## src/rtl/prcf_pkg.sv

```systemverilog
`default_nettype none

package prcf_pkg;

    localparam int SITES     = 16;
    localparam int STATES    = 3;
    localparam int MASK_BITS = 16;
    localparam int SEED_W    = 4;
    localparam int OUT_W     = 5;
    localparam int PACK_W    = 32;
    localparam int SPIN_W    = 2;
    localparam int SITE_W    = $clog2(SITES);
    localparam int CNT_W     = $clog2(SITES + 1);
    localparam int STATE_IW  = $clog2(STATES);
    localparam int PACK_SITES = (SITES < 16) ? SITES : 16;

    typedef enum logic [2:0] {
        ST_IDLE,
        ST_SEED,
        ST_RIGHT,
        ST_LEFT,
        ST_DONE
    } ctrl_state_t;

    typedef struct packed {
        logic load;
        logic seed;
        logic dir_left;
        logic adv;
        logic turn;
    } dp_cmd_t;

    typedef struct packed {
        logic step_ok;
    } dp_stat_t;

    function automatic logic [SPIN_W-1:0] next_state(input logic [SPIN_W-1:0] s);
        logic [SPIN_W-1:0] r;
        if (s == SPIN_W'(STATES - 1))
        begin
            r = '0;
        end
        else
        begin
            r = s + SPIN_W'(1);
        end
        return r;
    endfunction

    function automatic logic [SITE_W-1:0] wrap_seed(input logic [SEED_W-1:0] s);
        logic [SITE_W-1:0] r;
        r = '0;
        for (int i = 0; i < (1 << SEED_W); i++)
        begin
            if (s == SEED_W'(i))
            begin
                r = SITE_W'(i % SITES);
            end
        end
        return r;
    endfunction

    function automatic logic bond_open(input logic [MASK_BITS-1:0] m,
                                       input logic [SITE_W-1:0] b);
        logic r;
        r = 1'b0;
        for (int i = 0; i < MASK_BITS; i++)
        begin
            if (i < SITES && b == SITE_W'(i))
            begin
                r = m[i];
            end
        end
        return r;
    endfunction

endpackage

`default_nettype wire

```

## src/rtl/potts_ring_cluster_flip_unit.sv

```systemverilog
// the controller steps through ST_SEED, ST_RIGHT, ST_LEFT and ST_DONE after the accepting edge;
// done is high in ST_DONE, once both the right walk and the left walk have stopped
// a new update is taken only in ST_IDLE, after the done beat; busy stays high until the done beat
// the cluster walk reads and writes one site per cycle through the spin register file
// reset: asynchronous, active low; all spins to state 0, count of state 0 to SITES
// done is a single-cycle strobe; the receiver cannot stall
`default_nettype none

module potts_ring_cluster_flip_unit import prcf_pkg::*; (
    input  wire logic                 clk,
    input  wire logic                 rst_n,
    input  wire logic                 start,
    output logic                      busy,
    input  wire logic [SEED_W-1:0]    seed_site,
    input  wire logic [MASK_BITS-1:0] bond_open_mask,
    output logic                      done,
    output logic [OUT_W-1:0]          cluster_size,
    output logic [OUT_W-1:0]          count_state_zero,
    output logic [OUT_W-1:0]          count_state_one,
    output logic [OUT_W-1:0]          count_state_two,
    output logic [PACK_W-1:0]         packed_spins
);

    dp_cmd_t  cmd;
    dp_stat_t stat;

    prcf_ctrl u_ctrl (
        .clk   (clk),
        .rst_n (rst_n),
        .start (start),
        .stat  (stat),
        .cmd   (cmd),
        .busy  (busy),
        .done  (done)
    );

    prcf_datapath u_dp (
        .clk              (clk),
        .rst_n            (rst_n),
        .cmd              (cmd),
        .stat             (stat),
        .seed_site        (seed_site),
        .bond_open_mask   (bond_open_mask),
        .cluster_size     (cluster_size),
        .count_state_zero (count_state_zero),
        .count_state_one  (count_state_one),
        .count_state_two  (count_state_two),
        .packed_spins     (packed_spins)
    );

endmodule

`default_nettype wire

```

## src/rtl/prcf_ctrl.sv

```systemverilog
`default_nettype none

module prcf_ctrl import prcf_pkg::*; (
    input  wire logic     clk,
    input  wire logic     rst_n,
    input  wire logic     start,
    input  wire dp_stat_t stat,
    output dp_cmd_t       cmd,
    output logic          busy,
    output logic          done
);

    ctrl_state_t state_reg;
    ctrl_state_t state_next;

    always_ff @(posedge clk or negedge rst_n)
    begin
        if (!rst_n)
        begin
            state_reg <= ST_IDLE;
        end
        else
        begin
            state_reg <= state_next;
        end
    end

    always_comb
    begin
        state_next = state_reg;
        case (state_reg)
            ST_IDLE:
            begin
                if (start)
                begin
                    state_next = ST_SEED;
                end
            end
            ST_SEED:
            begin
                state_next = ST_RIGHT;
            end
            ST_RIGHT:
            begin
                if (!stat.step_ok)
                begin
                    state_next = ST_LEFT;
                end
            end
            ST_LEFT:
            begin
                if (!stat.step_ok)
                begin
                    state_next = ST_DONE;
                end
            end
            ST_DONE:
            begin
                state_next = ST_IDLE;
            end
            default:
            begin
                state_next = ST_IDLE;
            end
        endcase
    end

    always_comb
    begin
        cmd  = '0;
        busy = 1'b1;
        done = 1'b0;
        case (state_reg)
            ST_IDLE:
            begin
                busy     = 1'b0;
                cmd.load = start;
            end
            ST_SEED:
            begin
                cmd.seed = 1'b1;
            end
            ST_RIGHT:
            begin
                cmd.adv  = stat.step_ok;
                cmd.turn = !stat.step_ok;
            end
            ST_LEFT:
            begin
                cmd.dir_left = 1'b1;
                cmd.adv      = stat.step_ok;
            end
            ST_DONE:
            begin
                done = 1'b1;
            end
            default:
            begin
                busy = 1'b0;
            end
        endcase
    end

endmodule

`default_nettype wire

```

## src/rtl/prcf_datapath.sv

```systemverilog
`default_nettype none

module prcf_datapath import prcf_pkg::*; (
    input  wire logic                 clk,
    input  wire logic                 rst_n,
    input  wire dp_cmd_t              cmd,
    output dp_stat_t                  stat,
    input  wire logic [SEED_W-1:0]    seed_site,
    input  wire logic [MASK_BITS-1:0] bond_open_mask,
    output logic [OUT_W-1:0]          cluster_size,
    output logic [OUT_W-1:0]          count_state_zero,
    output logic [OUT_W-1:0]          count_state_one,
    output logic [OUT_W-1:0]          count_state_two,
    output logic [PACK_W-1:0]         packed_spins
);

    logic [SPIN_W-1:0]    spin_reg  [SITES];
    logic [CNT_W-1:0]     count_reg [STATES];
    logic [SITE_W-1:0]    k_reg;
    logic [SITE_W-1:0]    seed_reg;
    logic [MASK_BITS-1:0] mask_reg;
    logic [SPIN_W-1:0]    old_reg;
    logic [SPIN_W-1:0]    new_reg;
    logic [CNT_W-1:0]     size_reg;

    logic [SITE_W-1:0] right_site;
    logic [SITE_W-1:0] left_site;
    logic [SITE_W-1:0] rd_addr;
    logic [SITE_W-1:0] bond_idx;
    logic [SPIN_W-1:0] rd_spin;
    logic [SPIN_W-1:0] from_state;
    logic [SPIN_W-1:0] to_state;
    logic              upd;

    assign right_site = (k_reg == SITE_W'(SITES - 1)) ? '0 : k_reg + SITE_W'(1);
    assign left_site  = (k_reg == '0) ? SITE_W'(SITES - 1) : k_reg - SITE_W'(1);

    always_comb
    begin
        if (cmd.seed)
        begin
            rd_addr = k_reg;
        end
        else if (cmd.dir_left)
        begin
            rd_addr = left_site;
        end
        else
        begin
            rd_addr = right_site;
        end
    end

    assign bond_idx     = cmd.dir_left ? left_site : k_reg;
    assign rd_spin      = spin_reg[rd_addr];
    assign stat.step_ok = bond_open(mask_reg, bond_idx) && (rd_spin == old_reg);

    assign upd        = cmd.seed || cmd.adv;
    assign from_state = cmd.seed ? rd_spin : old_reg;
    assign to_state   = cmd.seed ? next_state(rd_spin) : new_reg;

    // spins and per-state counts
    always_ff @(posedge clk or negedge rst_n)
    begin
        if (!rst_n)
        begin
            for (int i = 0; i < SITES; i++)
            begin
                spin_reg[i] <= '0;
            end
            for (int j = 0; j < STATES; j++)
            begin
                count_reg[j] <= (j == 0) ? CNT_W'(SITES) : '0;
            end
        end
        else if (upd)
        begin
            for (int i = 0; i < SITES; i++)
            begin
                if (rd_addr == SITE_W'(i))
                begin
                    spin_reg[i] <= to_state;
                end
            end
            for (int j = 0; j < STATES; j++)
            begin
                if (from_state[STATE_IW-1:0] == STATE_IW'(j))
                begin
                    count_reg[j] <= count_reg[j] - CNT_W'(1);
                end
                else if (to_state[STATE_IW-1:0] == STATE_IW'(j))
                begin
                    count_reg[j] <= count_reg[j] + CNT_W'(1);
                end
            end
        end
    end

    // walk registers
    always_ff @(posedge clk)
    begin
        if (cmd.load)
        begin
            k_reg    <= wrap_seed(seed_site);
            seed_reg <= wrap_seed(seed_site);
            mask_reg <= bond_open_mask;
        end
        else if (cmd.seed)
        begin
            old_reg  <= rd_spin;
            new_reg  <= next_state(rd_spin);
            size_reg <= CNT_W'(1);
        end
        else if (cmd.adv)
        begin
            k_reg    <= rd_addr;
            size_reg <= size_reg + CNT_W'(1);
        end
        else if (cmd.turn)
        begin
            k_reg <= seed_reg;
        end
    end

    assign cluster_size     = OUT_W'(size_reg);
    assign count_state_zero = OUT_W'(count_reg[0]);
    assign count_state_one  = OUT_W'(count_reg[1]);

    generate
        if (STATES > 2)
        begin : g_three
            assign count_state_two = OUT_W'(count_reg[2]);
        end
        else
        begin : g_two
            assign count_state_two = '0;
        end
    endgenerate

    generate
        for (genvar g = 0; g < 16; g++)
        begin : g_pack
            if (g < PACK_SITES)
            begin : g_site
                assign packed_spins[2*g +: 2] = spin_reg[g];
            end
            else
            begin : g_none
                assign packed_spins[2*g +: 2] = 2'b00;
            end
        end
    endgenerate

endmodule

`default_nettype wire

```

## config.mk

```make
export PLATFORM = sky130hd
export DESIGN_NAME = potts_ring_cluster_flip_unit
export DESIGN_NICKNAME = d
export VERILOG_FILES = /design/src/rtl/prcf_pkg.sv /design/src/rtl/potts_ring_cluster_flip_unit.sv /design/src/rtl/prcf_ctrl.sv /design/src/rtl/prcf_datapath.sv
export SDC_FILE = /design/constraint.sdc
export NUM_CORES = 1
export LEC_CHECK = 0
export ABC_AREA = 0
export BUFFER_PORTS_ARGS = -buffer_cell sky130_fd_sc_hd__buf_2
export CAP_MARGIN = 20
export CELL_PAD_IN_SITES_DETAIL_PLACEMENT = 1
export CELL_PAD_IN_SITES_GLOBAL_PLACEMENT = 1
export CORE_MARGIN = 2
export CORE_UTILIZATION = 45
export CTS_CLUSTER_DIAMETER = 50
export DETAILED_ROUTE_END_ITERATION = 10
export PLACE_DENSITY_LB_ADDON = 0.3
export SKIP_CTS_REPAIR_TIMING = 1
export SYNTH_ARGS = -nofsm -noshare
export SYNTH_HDL_FRONTEND = slang
export SYNTH_HIERARCHICAL = 1
export SYNTH_SLANG_ARGS = --single-unit
```

## constraint.sdc

```tcl
create_clock -name clk -period 9 [get_ports clk]
set_input_delay 0.9 -clock clk [delete_from_list [all_inputs] [get_ports clk]]
set_output_delay 0.9 -clock clk [all_outputs]
set_load 0.05 [all_outputs]
```

# Word level (Yosys, flattened, before mapping)
# Index checks and enable logic that the tools add are counted.
dict set report totals {
  register_bits 83
  input_bits 23
  out_inout_bits 54
  word_cells 201
}
dict set report classes {
  n_addsub 10
  magnitude_cmp 1
  n_eq_ne 60
  n_mux 64
  bitwise_logic 2
  n_reduce_logical 38
}
# op n
set op_table {}
lappend op_table {{$eq 4x4->1 const B} 25}
lappend op_table {{$mux 4} 17}
lappend op_table {{$eq 4x3->1 const B} 12}
lappend op_table {{$reduce_and 2->1} 21}
lappend op_table {{$mux 5} 7}
lappend op_table {{$eq 4x2->1 const B} 6}
lappend op_table {{$mux 1} 24}
lappend op_table {{$mux 3} 7}
lappend op_table {{$add 5x1->5 const B} 4}
lappend op_table {{$sub 5x1->5 const B} 3}
lappend op_table {{$mux 2} 7}
lappend op_table {{$eq 4x1->1 const B} 3}
lappend op_table {{$logic_not 4->1} 3}
lappend op_table {{$pmux 3 s4} 1}
lappend op_table {{$bmux 2 s4} 1}
lappend op_table {{$ne 2x2->1 const B} 4}
lappend op_table {{$reduce_bool 2->1} 4}
lappend op_table {{$eq 2x2->1 const B} 3}
lappend op_table {{$eq 3x2->1 const B} 2}
lappend op_table {{$ge 5x5->1 const B} 1}
lappend op_table {{$not 4->5} 1}
lappend op_table {{$add 4x1->4 const B} 1}
lappend op_table {{$eq 2x1->1 const B} 2}
lappend op_table {{$logic_not 2->1} 2}
lappend op_table {{other kinds (14)} 14}

# Depth between registers and ports, before layout
# Gate-level depths: netlist (run 1).
dict set report depth {
  ltp_word 27
  ltp_mapped 21
  depth_no_buf 19
}

# Hierarchy
# Netlist (run 1), hierarchy kept.
# mod n_inst cells_per_inst area_per_inst_um2 seq_area_each_um2
set by_module_without_submodules {}
lappend by_module_without_submodules {prcf_datapath 1 385 4647.0 2168.3}
lappend by_module_without_submodules {prcf_ctrl 1 21 222.7 75.1}

# Least setup slack after synthesis (run 1)
# Ideal clock, no wire load.
dict set report synth_timing {
  path_type {reg2reg}
  from {reg u_ctrl.state_reg[0]}
  to {reg u_dp.spin_reg, in the netlist u_dp/packed_spins[10]}
  setup_time_ps 125
  arrival_time_ps 4386
  t_required_ps 8875
  slack_ps 4489
  stages_incl_launch_ff 19
  n_path_buf 3
  synth_period_minus_slack_ps 4511
  cell_sequence {dfrtp_1 inv_1 nor3_1 nand2_1 o21ai_4 buf_8 mux2i_1 mux2_4 o221ai_4 nor2_8 xnor2_1 nor3_1 and3b_2 clkbuf_1 or2_2 clkbuf_1 nand3_1 nor2_1 mux2_2}
}
# element line
set synth_rtl {}
lappend synth_rtl {{start, declared} prcf_ctrl.sv:13} ;# ctrl_state_t state_reg;
lappend synth_rtl {{start signal, assigned} prcf_ctrl.sv:24} ;# state_reg <= state_next;
lappend synth_rtl {{end signal, assigned by index} prcf_datapath.sv:82} ;# spin_reg[i] <= to_state;
lappend synth_rtl {{end, declared} prcf_datapath.sv:17} ;# logic [SPIN_W-1:0] spin_reg [SITES];

==> results.json, run 1 <==
{
  "yosysSeqAreaShare_pct": 46.1,
  "netlist_area_um2": 4870,
  "pre_cts_ws_ns": 3.29,
  "cts_tree": "done",
  "syn_inst": 406,
  "insertion_delay_ns": 0.36,
  "cp_num_buf_inv": 2,
  "fin_nets": 516,
  "syn_to_final_growth_pct": 14.2,
  "skew_ns": 0.0140,
  "synth_ff_type": "dfrtp_1",
  "crit_required_ns": 9.25,
  "die_h_um": 108,
  "layout_commonest_cell": "buf_2",
  "cp.depth": 15,
  "drive_above_1_share_pct": 37.3,
  "tightest_slew_ns": 1.01,
  "timing_worst_setup_path_type": "reg -> reg",
  "hold_depth": 1,
  "clk_pin_slew_worst_paths_ns": 0.09,
  "hpwl_um": 8620,
  "ff2ff_setup_slack_ns": 3.11,
  "fp.dieW_um": 108,
  "grt.total_usage_pct": 21.2,
  "critPathTopFamily": "simple AND/OR/NAND/NOR gates",
  "synth-edff-count": 33,
  "hold_end": "u_dp/count_state_two[4]$_DFFE_PN0P_",
  "r2r-start": "u_ctrl/state_reg[0]$_DFFE_PN0P_",
  "slowest_stage": "nor3_2",
  "avgViaCountPerCell": 5.58,
  "core_um2": 10400,
  "slowest_delay_ns": 0.84,
  "syn_area_per_cell_um2": 12.0,
  "postSynth.asyncResetShare_pct": 60.2,
  "timing.rr.end": "u_dp/packed_spins[4]$_DFFE_PN0P_",
  "regArea_um2": 2240,
  "synthesis.nets": 444,
  "hp-class": "reg -> reg",
  "rsz0062_at_grt": "false",
  "setup_slack_ns": 3.11,
  "grt_pass1_vias": 3734,
  "num-fill-cells": 1153,
  "finalCriticalPeriod_ns": 5.89,
  "max_clock_freq_mhz": 170,
  "path_max_fanout": 29,
  "gp_congestion": 0.854,
  "cap_violations": 0,
  "cp_cell_sequence": "inv_1 -> nor3_2 -> buf_4 -> nand2_1 -> o21ai_4 -> mux2_2 -> o2111ai_1 -> o2111a_2 -> xnor2_1 -> nor3_1 -> and3b_2 -> nor2_1 -> nor3_1 -> nand3_1 -> mux2_2",
  "r2r_cells": 15,
  "synth.ff_latch_count": 83,
  "overflow": 0,
  "clockBufferDepth": 2,
  "synthTopCellsByArea": "dfrtp_1, edfxtp_1, mux2_2",
  "crit_arrival_ns": 6.14,
  "period_share_pct": 65.4,
  "slew_headroom_pct": 32.2,
  "start_util_pct": 46.8,
  "dpl_cell_area_um2": 5350,
  "multi_input_area_um2": 2450,
  "num_rows": 37,
  "setup_viol": 0,
  "yosys.area.top_type": "dfrtp_1",
  "grt_max_degree": 51,
  "finalWirelength_um": 11500,
  "critPathCaptureType": "flip-flop",
  "wl_per_cell_um": 18.6,
  "ant_nets": 0,
  "tns_ns": 0,
  "hold_viol": 0,
  "ys_types": 77,
  "startpoint_type": "flip-flop",
  "htreeDepth": 3,
  "diodes": 0,
  "vias": 3455,
  "ioPinCount": 77,
  "outcome": "finished, final reports clean",
  "fin_util_pct": 53.4,
  "antenna_found_initial": 0,
  "remaining_drc_errors": 0,
  "synth_top_cell_area_share_pct": 25.2,
  "largest_reg_flops": 32,
  "hold_start": "u_dp/count_state_two[4]$_DFFE_PN0P_",
  "drv_slew": 0,
  "grt_pass1_wl_um": 19200,
  "cts-root-buf": "clkbuf_8",
  "io_buffers": 76,
  "first_pass_iters": 5,
  "cts_buffers": 9,
  "final_cell_mix": "buf_2, dfrtp_1, mux2_2",
  "clkSinkCount": 83,
  "stdcell_area_um2": 5560,
  "ys_warn_count": 6,
  "drt-initial-drc-count": 128,
  "dieArea_um2": 11700
}
[final cells by class]
cell class / count / share of cell area [%]
well taps: 136 / 3.06
inverters: 21 / 1.42
flip-flops and latches: 83 / 40.3
multi-input cells: 283 / 44.0
repair buffers: 80 / 7.38
clock buffers: 11 / 2.36
clock inverters: 5 / 1.40
[cell usage after synthesis (6+ instances only)]
master,count
a21oi_1,7
nor2_1,18
inv_1,19
o21ai_0,19
mux2i_1,12
edfxtp_1,33
ha_1,12
a21o_1,6
nor3_1,9
clkbuf_1,7
o211ai_1,16
nand3_1,9
xor2_1,9
mux2_2,37
dfrtp_1,49
xnor2_1,12
buf_2,7
nand2_1,30
[worst max path at each step]
stage,start,endpoint,slack (ns)
2_1_floorplan,u_ctrl/state_reg[0]$_DFFE_PN0P_,u_dp/packed_spins[10]$_DFFE_PN0P_,4.49
6_report,u_ctrl/state_reg[0]$_DFFE_PN0P_,u_dp/packed_spins[4]$_DFFE_PN0P_,3.11
3_5_place_dp,u_ctrl/state_reg[0]$_DFFE_PN0P_,u_dp/packed_spins[1]$_DFFE_PN0P_,3.29
5_1_grt,u_ctrl/state_reg[0]$_DFFE_PN0P_,u_dp/packed_spins[21]$_DFFE_PN0P_,2.55
4_1_cts,u_ctrl/state_reg[0]$_DFFE_PN0P_,u_dp/packed_spins[5]$_DFFE_PN0P_,3.16
3_3_place_gp,u_ctrl/state_reg[0]$_DFFE_PN0P_,u_dp/packed_spins[5]$_DFFE_PN0P_,3.46
[metrics by stage]
stage / std cells / hold slack, ns
final: 619 / 0.498
after floorplan: 406 / 0.557
after global placement: 603 / 0.473
after global routing: 619 / 0.518
after detailed placement: 603 / 0.483
after CTS: 619 / 0.494
[worst register-to-register path: cells and delay by family (launching register included)]
family | cells | cell delay, ns
and+or+nand+nor | 7 | 2.95
xor gates and xnor gates | 1 | 0.09
buffers and inverters | 2 | 0.59
AOI/OAI and AO/OA | 3 | 0.98
DFF | 1 | 0.45
muxes | 2 | 0.72
[kinds of logic after synthesis]
group	after synthesis	synth area share [%]
fa+ha+maj	15	4.32
mux	59	14.7
xor+xnor	24	5.01
flops	83	46.1
compound gates	86	15.0
buf+inv	40	3.88
simple gates	99	11.0
[layer usage]
layer / vias to the layer above / track usage [%] / wire length (um)
li1: 1628 / - / -
met1: 1723 / 26.7 / 4970
met2: 87 / 36.8 / 5870
met3: 17 / 4.52 / 483
met4: 0 / 6.14 / 163
met5: - / 0 / 0
Power of run 1 is left out: the tool's default activity adds up to more than one toggle a clock period on the data nets, which glitch-free logic cannot reach.
==> run 2: changes to the inputs <==
ABC_AREA = 1   (was 0)
CORE_UTILIZATION = 42   (was 45)
clock period = 5.97 ns   (was 9 ns; I/O delays follow)
==> run 2 against run 1 <==
Net effect: synthesized area is 4.2% lower; maximum frequency up 31%; sequential share of layout area grew 1.5 points; sequential cell count did not move; clock skew decreased by 0.0045 ns; die area rose by 2.6%; global-route usage is 1.1 points higher; via count is 17% higher; non-clock buffer count is 1 lower; final area fell by 3.6%; first-iteration DRC count up 17%; critical path type unchanged; highest routed layer unchanged.
==> results.json, run 2 <==
{
  "clk_pin_slew_worst_paths_ns": 0.09,
  "startpoint_type": "flip-flop",
  "vias": 4038,
  "grt.total_usage_pct": 22.3,
  "setup_viol": 0,
  "final_cell_mix": "nand2_1, buf_2, nor2_1",
  "htreeDepth": 3,
  "clkSinkCount": 83,
  "synth_top_family_by_area": "simple AND/OR/NAND/NOR gates",
  "yosys.area_share.simple_pct": 29.5,
  "tns_ns": 0,
  "slowest_delay_ns": 0.49,
  "cp_cell_sequence": "inv_2 -> nand2_1 -> nor2_1 -> buf_4 -> inv_2 -> o21ai_2 -> inv_2 -> nand2_1 -> nand2_1 -> nand2_1 -> nand2_1 -> nor2_4 -> or2_2 -> nand4_1 -> a31oi_1 -> nand3_2 -> inv_1 -> nor2_1 -> clkinv_1 -> nand3_1 -> nor2_1 -> nand2_1 -> o21a_1",
  "stdcell_area_um2": 5360,
  "num-fill-cells": 1367,
  "hp-class": "in -> async",
  "max_clock_freq_mhz": 223,
  "synth_top_cell_area_share_pct": 26.3,
  "start_util_pct": 43.1,
  "first_pass_iters": 4,
  "die_h_um": 109,
  "slew_headroom_pct": 53.5,
  "finalWirelength_um": 12400,
  "cp_common_cell": "nand2_1",
  "io_buffers": 76,
  "syn_inst": 566,
  "dieArea_um2": 12000,
  "crit_arrival_ns": 4.75,
  "largest_reg_flops": 32,
  "grt_pass1_vias": 4259,
  "synthesis.nets": 604,
  "rsz0062_at_grt": "false",
  "synth.ff_latch_count": 83,
  "tightest_slew_ns": 0.690,
  "yosysSeqAreaShare_pct": 48.1,
  "cts-root-buf": "clkbuf_8",
  "cts_tree": "done",
  "drive_above_1_share_pct": 21.6,
  "remaining_drc_errors": 0,
  "ys_warn_count": 6,
  "fp.dieW_um": 109,
  "clockBufferDepth": 2,
  "hold_viol": 0,
  "avgViaCountPerCell": 5.12,
  "synthXorXnorAreaFrac_pct": 2.23,
  "crit_required_ns": 6.23,
  "cp_num_buf_inv": 6,
  "synth-edff-count": 33,
  "skew_ns": 0.00950,
  "cts_buffers": 9,
  "cap_violations": 0,
  "syn_area_per_cell_um2": 8.25,
  "synthTopCellsByArea": "dfrtp_1, edfxtp_1, nand2_1",
  "overflow": 0,
  "grt_pass1_wl_um": 20800,
  "syn_to_final_growth_pct": 14.9,
  "ioPinCount": 77,
  "ys_types": 38,
  "layout_commonest_cell": "nand2_1",
  "ant_nets": 0,
  "synth_fa_ha_area_share_pct": 4.50,
  "fin_nets": 682,
  "netlist_area_um2": 4670,
  "outcome": "finished, final reports clean",
  "synth_common_cells": "nand2_1, nor2_1, dfrtp_1",
  "synth_ff_type": "dfrtp_1",
  "synth_compound_area_share_pct": 9.03,
  "timing_worst_setup_path_type": "reg -> reg",
  "core_um2": 10800,
  "num_rows": 38,
  "period_share_pct": 75.2,
  "synthMuxAreaShare_pct": 0.429,
  "antenna_found_initial": 0,
  "drv_slew": 0,
  "diodes": 0,
  "critPathTopFamily": "simple AND/OR/NAND/NOR gates",
  "path_max_fanout": 14,
  "wl_per_cell_um": 15.7,
  "yosysMostFrequentCell": "nand2_1",
  "slowest_stage": "o21ai_2",
  "yosys.area.top_type": "dfrtp_1",
  "hpwl_um": 9420,
  "dpl_cell_area_um2": 5180,
  "critPathCaptureType": "flip-flop",
  "regArea_um2": 2240,
  "drt-initial-drc-count": 150,
  "multi_input_area_um2": 2140,
  "grt_max_degree": 51,
  "postSynth.asyncResetShare_pct": 60.2,
  "gp_congestion": 0.877,
  "finalCriticalPeriod_ns": 4.49,
  "insertion_delay_ns": 0.36
}
==> run 2: kinds of logic (layout without fill, tap and decap cells) <==
logic type,count (synthesis),after routing
flip-flops,83,83
buffers and inverters,70,153
adder cells (fa/ha/maj),15,15
AO/OA/AOI/OAI,73,73
XOR/XNOR,11,11
AND/OR/NAND/NOR,312,312
multiplexers,2,2
==> run 2: cell type report <==
class                   count  area share, %
clock buffers              10           2.38
multi-input cells         413           39.9
repair buffers             79           7.52
well taps                 140           3.27
clock inverters             6           1.05
flip-flops and latches     83           41.9
inverters                  58           4.06
==> run 2: path summary, 6_finish.rpt <==
check,start,endpoint,slack [ns],cells after the start
worst max-delay path,u_ctrl/state_reg[2]$_DFFE_PN0P_,u_dp/packed_spins[23]$_DFFE_PN0P_,1.48,23
worst min-delay path,rst_n,u_dp/count_state_zero[2]$_DFFE_PN0P_,0.34,2
worst max register to register,u_ctrl/state_reg[2]$_DFFE_PN0P_,u_dp/packed_spins[23]$_DFFE_PN0P_,1.48,23
worst min register to register,u_dp/count_state_zero[4]$_DFFE_PN1P_,u_dp/count_state_zero[4]$_DFFE_PN1P_,0.49,2
max in group asynchronous,rst_n,u_dp/packed_spins[14]$_DFFE_PN0P_,5.18,2
min in group clk,bond_open_mask[11],u_dp/mask_reg[11]$_DFFE_PP_,0.41,1
==> run 2: stage by stage <==
step | utilization [%] | instances | hold WS [ns] | setup slack [ns]
after CTS | 49.4 | 789 | 0.374 | 1.52
after floorplan | - | 566 | 0.301 | 2.58
final | 49.4 | 789 | 0.341 | 1.48
after global placement | 47.7 | 773 | 0.474 | 1.87
after detailed placement | 47.7 | 773 | 0.481 | 1.55
after global routing | 49.4 | 789 | 0.402 | 0.967
==> run 2: metal layers <==
layer | global-route usage [%] | part of all wire [%] | vias to the layer above
met1 | 28.6 | 43 | 1948
met3 | 3.26 | 4.3 | 15
li1 | - | - | 1993
met5 | 0 | 0 | -
met2 | 38.9 | 51 | 82
met4 | 7.23 | 1.5 | 0
Power of run 2 is left out for the same reason.
==> run 3: changes to the inputs <==
clock period = 4.55 ns   (was 5.97 ns; I/O delays follow)
==> run 3 against run 2 <==
Net effect: maximum frequency is 6.2% higher; global-route usage up 0.15 points; via count rose by 0.64%; routed wire length increased by 2.8%; sequential cell count did not move; first-iteration DRC count grew 68%; die area unchanged; register-to-register slack worse by 1.2 ns; final area is 1.5% higher; clock-buffer cell count unchanged.
==> results.json, run 3 (same netlist as run 2, synthesis figures left out) <==
{
  "grt.total_usage_pct": 22.5,
  "remaining_drc_errors": 0,
  "core_um2": 10800,
  "fin_nets": 684,
  "dieArea_um2": 12000,
  "numPlacedInstances": 775,
  "grt_pass1_vias": 4256,
  "finalCriticalPeriod_ns": 4.23,
  "num_rows": 38,
  "fin_cells": 791,
  "drt-initial-drc-count": 252,
  "hold_viol": 0,
  "clockBufferDepth": 2,
  "vias": 4064,
  "drv_slew": 0,
  "clk_pin_slew_worst_paths_ns": 0.08,
  "slew_headroom_pct": 55.4,
  "clkSinkCount": 83,
  "crit_arrival_ns": 4.47,
  "insertion_delay_ns": 0.38,
  "cts-root-buf": "clkbuf_8",
  "io_buffers": 76,
  "die_h_um": 109,
  "syn_to_final_growth_pct": 16.6,
  "cts_buffers": 9,
  "largest_reg_flops": 32,
  "path_max_fanout": 10,
  "finalWirelength_um": 12800,
  "htreeDepth": 3,
  "skew_ns": 0.00790,
  "fp.dieW_um": 109,
  "cap_violations": 0,
  "hp-class": "in -> async",
  "gp_congestion": 0.901,
  "drive_above_1_share_pct": 25.0,
  "diodes": 0,
  "grt_max_degree": 51,
  "layout_commonest_cell": "nand2_1",
  "startpoint_type": "flip-flop",
  "grt_pass1_wl_um": 20600,
  "outcome": "finished, final reports clean",
  "hpwl_um": 9370,
  "period_share_pct": 92.9,
  "max_clock_freq_mhz": 237,
  "overflow": 0,
  "wl_per_cell_um": 16.1,
  "critPathCaptureType": "flip-flop",
  "cts_tree": "done",
  "avgViaCountPerCell": 5.14,
  "fin_util_pct": 50.2,
  "final_cell_mix": "nand2_1, buf_2, nor2_1",
  "start_util_pct": 43.1,
  "setup_viol": 0,
  "antenna_found_initial": 0,
  "first_pass_iters": 4,
  "timing_worst_setup_path_type": "reg -> reg",
  "ant_nets": 0,
  "tightest_slew_ns": 0.669,
  "crit_required_ns": 4.80,
  "ioPinCount": 77
}
-- run 3: worst max-delay path: stages, from the launching register on --
cell	delay, ns
dfrtp_1	0.44
inv_2	0.14
nand2_1	0.11
nor2_1	0.26
inv_2	0.18
o21ai_0	0.39
inv_1	0.16
a21oi_1	0.27
nand2_1	0.09
nand2_1	0.11
nor2_4	0.06
or2_2	0.27
nand4_1	0.10
a31oi_2	0.07
nand3_2	0.16
inv_1	0.14
nor2_1	0.26
clkinvlp_4	0.31
nand3_1	0.28
nor2_1	0.13
nor2_1	0.12
a21oi_1	0.06
-- run 3: worst paths after layout --
check                      slack (ns)                                   end                            startpoint  cells after the start
setup / recovery                 0.32     u_dp/packed_spins[20]$_DFFE_PN0P_       u_ctrl/state_reg[2]$_DFFE_PN0P_                     21
max in group asynchronous        3.91      u_dp/packed_spins[2]$_DFFE_PN0P_                                 rst_n                      2
setup reg to reg                 0.32     u_dp/packed_spins[20]$_DFFE_PN0P_       u_ctrl/state_reg[2]$_DFFE_PN0P_                     21
hold / removal                   0.19  u_dp/count_state_zero[2]$_DFFE_PN0P_                                 rst_n                      2
hold reg to reg                  0.50  u_dp/count_state_zero[4]$_DFFE_PN1P_  u_dp/count_state_zero[4]$_DFFE_PN1P_                      2
min in group clk                 0.25            u_dp/mask_reg[4]$_DFFE_PP_                     bond_open_mask[4]                      1
-- run 3: layout make-up --
class | instances | area, um2
repair buffers | 81 | 418
clock inverters | 6 | 31.3
flip-flops and latches | 83 | 2240
fillers | 1367 | 5400
well taps | 140 | 175
clock buffers | 10 | 138
multi-input cells | 413 | 2220
inverters | 58 | 221
-- run 3: per-layer routing --
metal,GRT usage (%),share of wire (%)
met2,38.2,49
met3,3.73,3.8
met4,9.40,2.2
met1,28.4,45
met5,0,0
-- run 3: stage by stage --
stage	area [um2]	TNS [ns]	setup WS [ns]	hold WS, ns
3_5_place_dp	5190	0	0.220	0.489
5_1_grt	5440	-0.107	-0.0295	0.237
4_1_cts	5360	0	0.146	0.211
6_report	5440	0	0.325	0.190
3_3_place_gp	5190	0	0.374	0.474
2_1_floorplan	4670	0	1.16	0.159
Power of run 3 is left out for the same reason.
